--- config.mk ---
export PLATFORM = sky130hd
export DESIGN_NAME = dvrt_queue
export DESIGN_NICKNAME = d
export VERILOG_FILES = /design/src/hdl/dvrt_pkg.sv /design/src/hdl/dvrt_queue.sv
export SDC_FILE = /design/constraint.sdc
export NUM_CORES = 1
export LEC_CHECK = 0
export BUFFER_PORTS_ARGS = -buffer_cell sky130_fd_sc_hd__buf_2
export CORE_AREA = 2 2 82 84
export DETAILED_ROUTE_END_ITERATION = 8
export DIE_AREA = 0 0 84 86
export GPL_ROUTABILITY_DRIVEN = 0
export SLEW_MARGIN = 20
export SYNTH_ARGS = -nofsm -noshare
export SYNTH_HDL_FRONTEND = slang
export SYNTH_SLANG_ARGS = --single-unit
--- constraint.sdc ---
create_clock -name clk -period 2.55 [get_ports clk]
set_clock_uncertainty 0.2 [all_clocks]
set_input_delay 0.1275 -clock clk [delete_from_list [all_inputs] [get_ports clk]]
set_output_delay 0.1275 -clock clk [all_outputs]
set_load 0.01 [all_outputs]
--- src/hdl/dvrt_pkg.sv ---
// ----------------------------------------------------------------------------
// dvrt_pkg
// Shared types and constants of the distance-vector routing table.
// ----------------------------------------------------------------------------
package dvrt_pkg;

    localparam int NODES_DEF     = 16;
    localparam int COST_BITS_DEF = 16;
    localparam int PAIR_CAP      = 5;
    localparam int ID_W          = 5;
    localparam int EXP_W         = 18;

    localparam logic [2:0] ACT_VECTOR = 3'd0;
    localparam logic [2:0] ACT_REMOTE = 3'd1;
    localparam logic [2:0] ACT_LOCAL  = 3'd2;
    localparam logic [2:0] ACT_TICK   = 3'd3;
    localparam logic [2:0] ACT_TABLE  = 3'd4;
    localparam logic [2:0] ACT_PKTS   = 3'd5;

    localparam logic [1:0] KIND_ROW    = 2'd0;
    localparam logic [1:0] KIND_STATUS = 2'd1;
    localparam logic [1:0] KIND_COUNT  = 2'd2;

    localparam logic [1:0] ST_OK      = 2'd0;
    localparam logic [1:0] ST_NOT_NBR = 2'd1;
    localparam logic [1:0] ST_CRASHED = 2'd2;

    localparam logic [1:0] LINK_IDLE     = 2'd0;
    localparam logic [1:0] LINK_ACTIVE   = 2'd1;
    localparam logic [1:0] LINK_DISABLED = 2'd2;
    localparam logic [1:0] LINK_CRASHED  = 2'd3;

    localparam logic [1:0] REG_SELF  = 2'd0;
    localparam logic [1:0] REG_COUNT = 2'd1;
    localparam logic [1:0] REG_MASK  = 2'd2;
    localparam logic [1:0] REG_INTV  = 2'd3;

    typedef struct packed {
        logic [2:0]  action;
        logic [4:0]  sender;
        logic [4:0]  dest;
        logic [15:0] cost_value;
        logic        last_entry;
    } item_t;

    typedef struct packed {
        logic [1:0]  kind;
        logic [4:0]  row_dest;
        logic [15:0] distance;
        logic [4:0]  next_hop;
        logic [1:0]  status;
        logic [31:0] packet_count;
        logic        last;
    } result_t;

endpackage

--- src/hdl/dvrt_queue.sv ---
// ----------------------------------------------------------------------------
// dvrt_queue
// Two-entry queue between the front and back parts.
// ----------------------------------------------------------------------------
module dvrt_queue
(
    input  logic                 clk,
    input  logic                 rst_n,
    input  logic                 in_valid,
    output logic                 in_ready,
    input  dvrt_pkg::item_t      in_data,
    output logic                 out_valid,
    input  logic                 out_ready,
    output dvrt_pkg::item_t      out_data
);

    dvrt_pkg::item_t mem_reg [2];
    logic            wptr_reg;
    logic            rptr_reg;
    logic [1:0]      cnt_reg;

    assign in_ready  = (cnt_reg != 2'd2);
    assign out_valid = (cnt_reg != 2'd0);
    assign out_data  = mem_reg[rptr_reg];

    always_ff @(posedge clk)
    begin
        if (in_valid && in_ready)
        begin
            mem_reg[wptr_reg] <= in_data;
        end
    end

    always_ff @(posedge clk or negedge rst_n)
    begin
        if (!rst_n)
        begin
            wptr_reg <= 1'b0;
            rptr_reg <= 1'b0;
            cnt_reg  <= 2'd0;
        end
        else
        begin
            if (in_valid && in_ready)
            begin
                wptr_reg <= ~wptr_reg;
            end
            if (out_valid && out_ready)
            begin
                rptr_reg <= ~rptr_reg;
            end
            cnt_reg <= cnt_reg + 2'(in_valid && in_ready) - 2'(out_valid && out_ready);
        end
    end

endmodule

==> reports/metrics.csv <==
stage,metric,value,unit
pwr,p_per_area,1040,nW/um^2
logic_synthesis,synthDistinctLibCells,14,
timing,worstMarginPinSlew,475,ps
pwr,p_sw,977,uW
clock_tree,cts_max_path_buffers,2,
clock_tree,post-cts-setup-buffers,0,
timing,fmax,511,MHz
cells_and_area,final_util,53.6,%
placement,place_hpwl,2.86,mm
timing,period_share,76.7,%
cells_and_area,layout.nets,258,
route,ant_nets,0,
route,via_per_inst,4.47,
grt,grt.overflow.total,0,
floorplanning,fp.coreArea,6280,um^2
timing,tns,0,ps
cells_and_area,largest_register_ff_count,60,
pwr,p_seq_share,43.1,%
floorplanning,rows,29,
floorplanning,io_pins,66,
clock_tree,root_buffer,clkbuf_8,
pwr,max-vdd-ir-drop,0.613,mV
grt,grt_max_degree,18,
grt,grt_pass1_vias,1515,
logic_synthesis,synth_top_cell_area_share,76.3,%
logic_synthesis,ys_seq_area_share,80.6,%
cells_and_area,drive_gt1_share,50.2,%
logic_synthesis,syn_inst,110,
min_path,min-delay-path-class,in -> reg,
clock_tree,cts_max_level,3,
flow_run,maxCapViolCount,0,
timing,setup_viol,0,
timing,slew_viol_final,0,
clock_tree,cts_tree,built,
timing,hold_viol,0,
timing,rsz0062_at_grt,false,
critical_path,path_cells,"or2_1, and2_4, ha_1, inv_1, ha_1, xnor2_1, xnor2_1",
grt,grt_pass1_wl,6.76,mm
logic_synthesis,synth_nets,146,
critical_path,critPathLaunchType,flop,
placement,dp_slack,581,ps
logic_synthesis,netlist_area,2360,um^2
critical_path,cp.arrival,2000,ps
outcome,status,"complete, no violations",
cells_and_area,syn_to_final_growth,42.4,%
clock_tree,clk_pin_slew_worst_paths,70,ps
critical_path,end_kind,flop,
floorplanning,die_x,84,um
pwr,intPower,2.54,mW
clock_tree,cts_buffers,9,
critical_path,cpMaxStageDelayCell,dfrtp_1,
timing,fin_crit,1960,ps
critical_path,critPathMaxStageDelay,410,ps
placement,port-buffer-count,65,
timing,fin_ws,594,ps
logic_synthesis,synth.area.top_cells,"edfxtp_1 76%, mux2_2 14%, dfrtp_1 4.2%",
critical_path,required,2590,ps
floorplanning,die_area,7220,um^2
route,drtIter0Drc,33,
route,drc,0,
pwr,p_sw_share,27.8,%
cells_and_area,num_antenna_cells,0,
pwr,pwr-share-comb,31.5,%
timing,max_slew_margin,68.3,%
floorplanning,initial_utilization,37.6,%
clock_tree,cts.sinks,64,
route,num_vias,1359,
clock_tree,clk_latency,320,ps
route,wl_per_cell,14.1,um
floorplanning,fp.dieH,86,um
logic_synthesis,ys_warn_count,0,
grt,grt_antenna_before_repair,0,
grt,grt_usage,12.7,%
logic_synthesis,synth.avg_cell_area,21.5,um^2
route,firstDrtPassIters,4,
critical_path,cp_max_fo,3,
critical_path,critPathKind,reg -> reg,
pwr,pwr-share-clk,25.4,%
logic_synthesis,yosysTopAreaCell,edfxtp_1,
logic_synthesis,ys_ff_latch,64,
pwr,total_power,3.51,mW
route,wl,4.28,mm
pwr,p_leak,1.30,nW
==> power groups by stage <==
| stage | Combinational (mW) | Sequential [mW] | Clock, mW |
|---|---|---|---|
| floorplan | 0.687 | 1.52 | 0 |
| global placement | 1.06 | 1.52 | 0 |
| detailed placement | 1.09 | 1.54 | 0 |
| CTS | 1.14 | 1.52 | 0.916 |
| global route | 1.20 | 1.54 | 0.964 |
| finish | 1.11 | 1.52 | 0.891 |
==> stage by stage <==
stage	area [um^2]	std cells	hold slack, ps
2_1_floorplan	2360	110	-368
3_3_place_gp	2820	254	-266
3_5_place_dp	2820	254	-260
4_1_cts	3360	304	293
5_1_grt	3360	304	305
6_report	3360	304	325
==> cell usage after synthesis (all sizes together) <==
cell / count
nand2: 1
xor2: 1
inv: 1
nor2: 1
mux2: 30
buf: 3
dfrtp: 4
nand2b: 1
or2: 1
edfxtp: 60
and2: 1
ha: 2
xnor2: 3
and3: 1
==> cells by family (layout without fill, tap and decap cells) <==
| logic type | count (synthesis) | after routing | synth area share [%] |
|---|---|---|---|
| xor gates and xnor gates | 4 | 4 | 1.48 |
| and+or+nand+nor | 6 | 6 | 1.48 |
| adders and majority gates | 2 | 2 | 1.06 |
| DFF | 64 | 64 | 80.6 |
| buffers and inverters | 4 | 121 | 1.11 |
| muxes | 30 | 30 | 14.3 |
==> cells in the final DEF (no fill, tap or decap), types with 2 or more instances in the layout <==
cell,n
buf_2,65
edfxtp_1,60
dlygate4sd3_1,34
mux2_2,30
clkbuf_8,9
dfrtp_1,4
buf_4,4
xnor2_1,3
clkbuf_1,3
ha_1,2
bufinv_16,2
==> area by class of cell <==
type,instances,area [um^2]
clock inverter,4,68.8
inverter,1,3.75
tap,77,96.3
sequential,64,1900
timing repair buffer,104,716
clock buffer,12,135
multi-input combinational,42,440
fill,518,2920
==> worst max-delay path, delay by kind of cell (launching register included) <==
family	cells	cell delay, ps
fa+ha+maj	2	460
simple gates	2	430
flops	1	410
xor+xnor	2	340
buf+inv	1	40
==> timing repair <==
action                                 CTS  global route
hold buffers                            34             0
gates resized for setup                  0             0
endpoints found under the hold margin   66             0
==> metal layers <==
metal  up-vias  part of all wire, %  global-route usage [%]
li1        655                    -                       -
met2        35                   56                    23.1
met5         -                    0                       0
met3         5                  4.9                    5.29
met1       664                   38                    12.4
met4         0                  1.2                    6.74
==> worst paths after layout <==
path | endpoint | start | cells past startpoint | slack, ps
setup / recovery | cnt_reg[1] | cnt_reg[1] | 7 | 590
hold / removal | mem_reg[0][25] | in_data[25] | 2 | 320
setup reg to reg | cnt_reg[1] | cnt_reg[1] | 7 | 590
hold reg to reg | cnt_reg[0] | cnt_reg[0] | 1 | 350
max in group asynchronous | rptr_reg | rst_n | 3 | 1480
min in group asynchronous | wptr_reg | rst_n | 3 | 490
No activity file was read; power rests on OpenSTA's default activity.
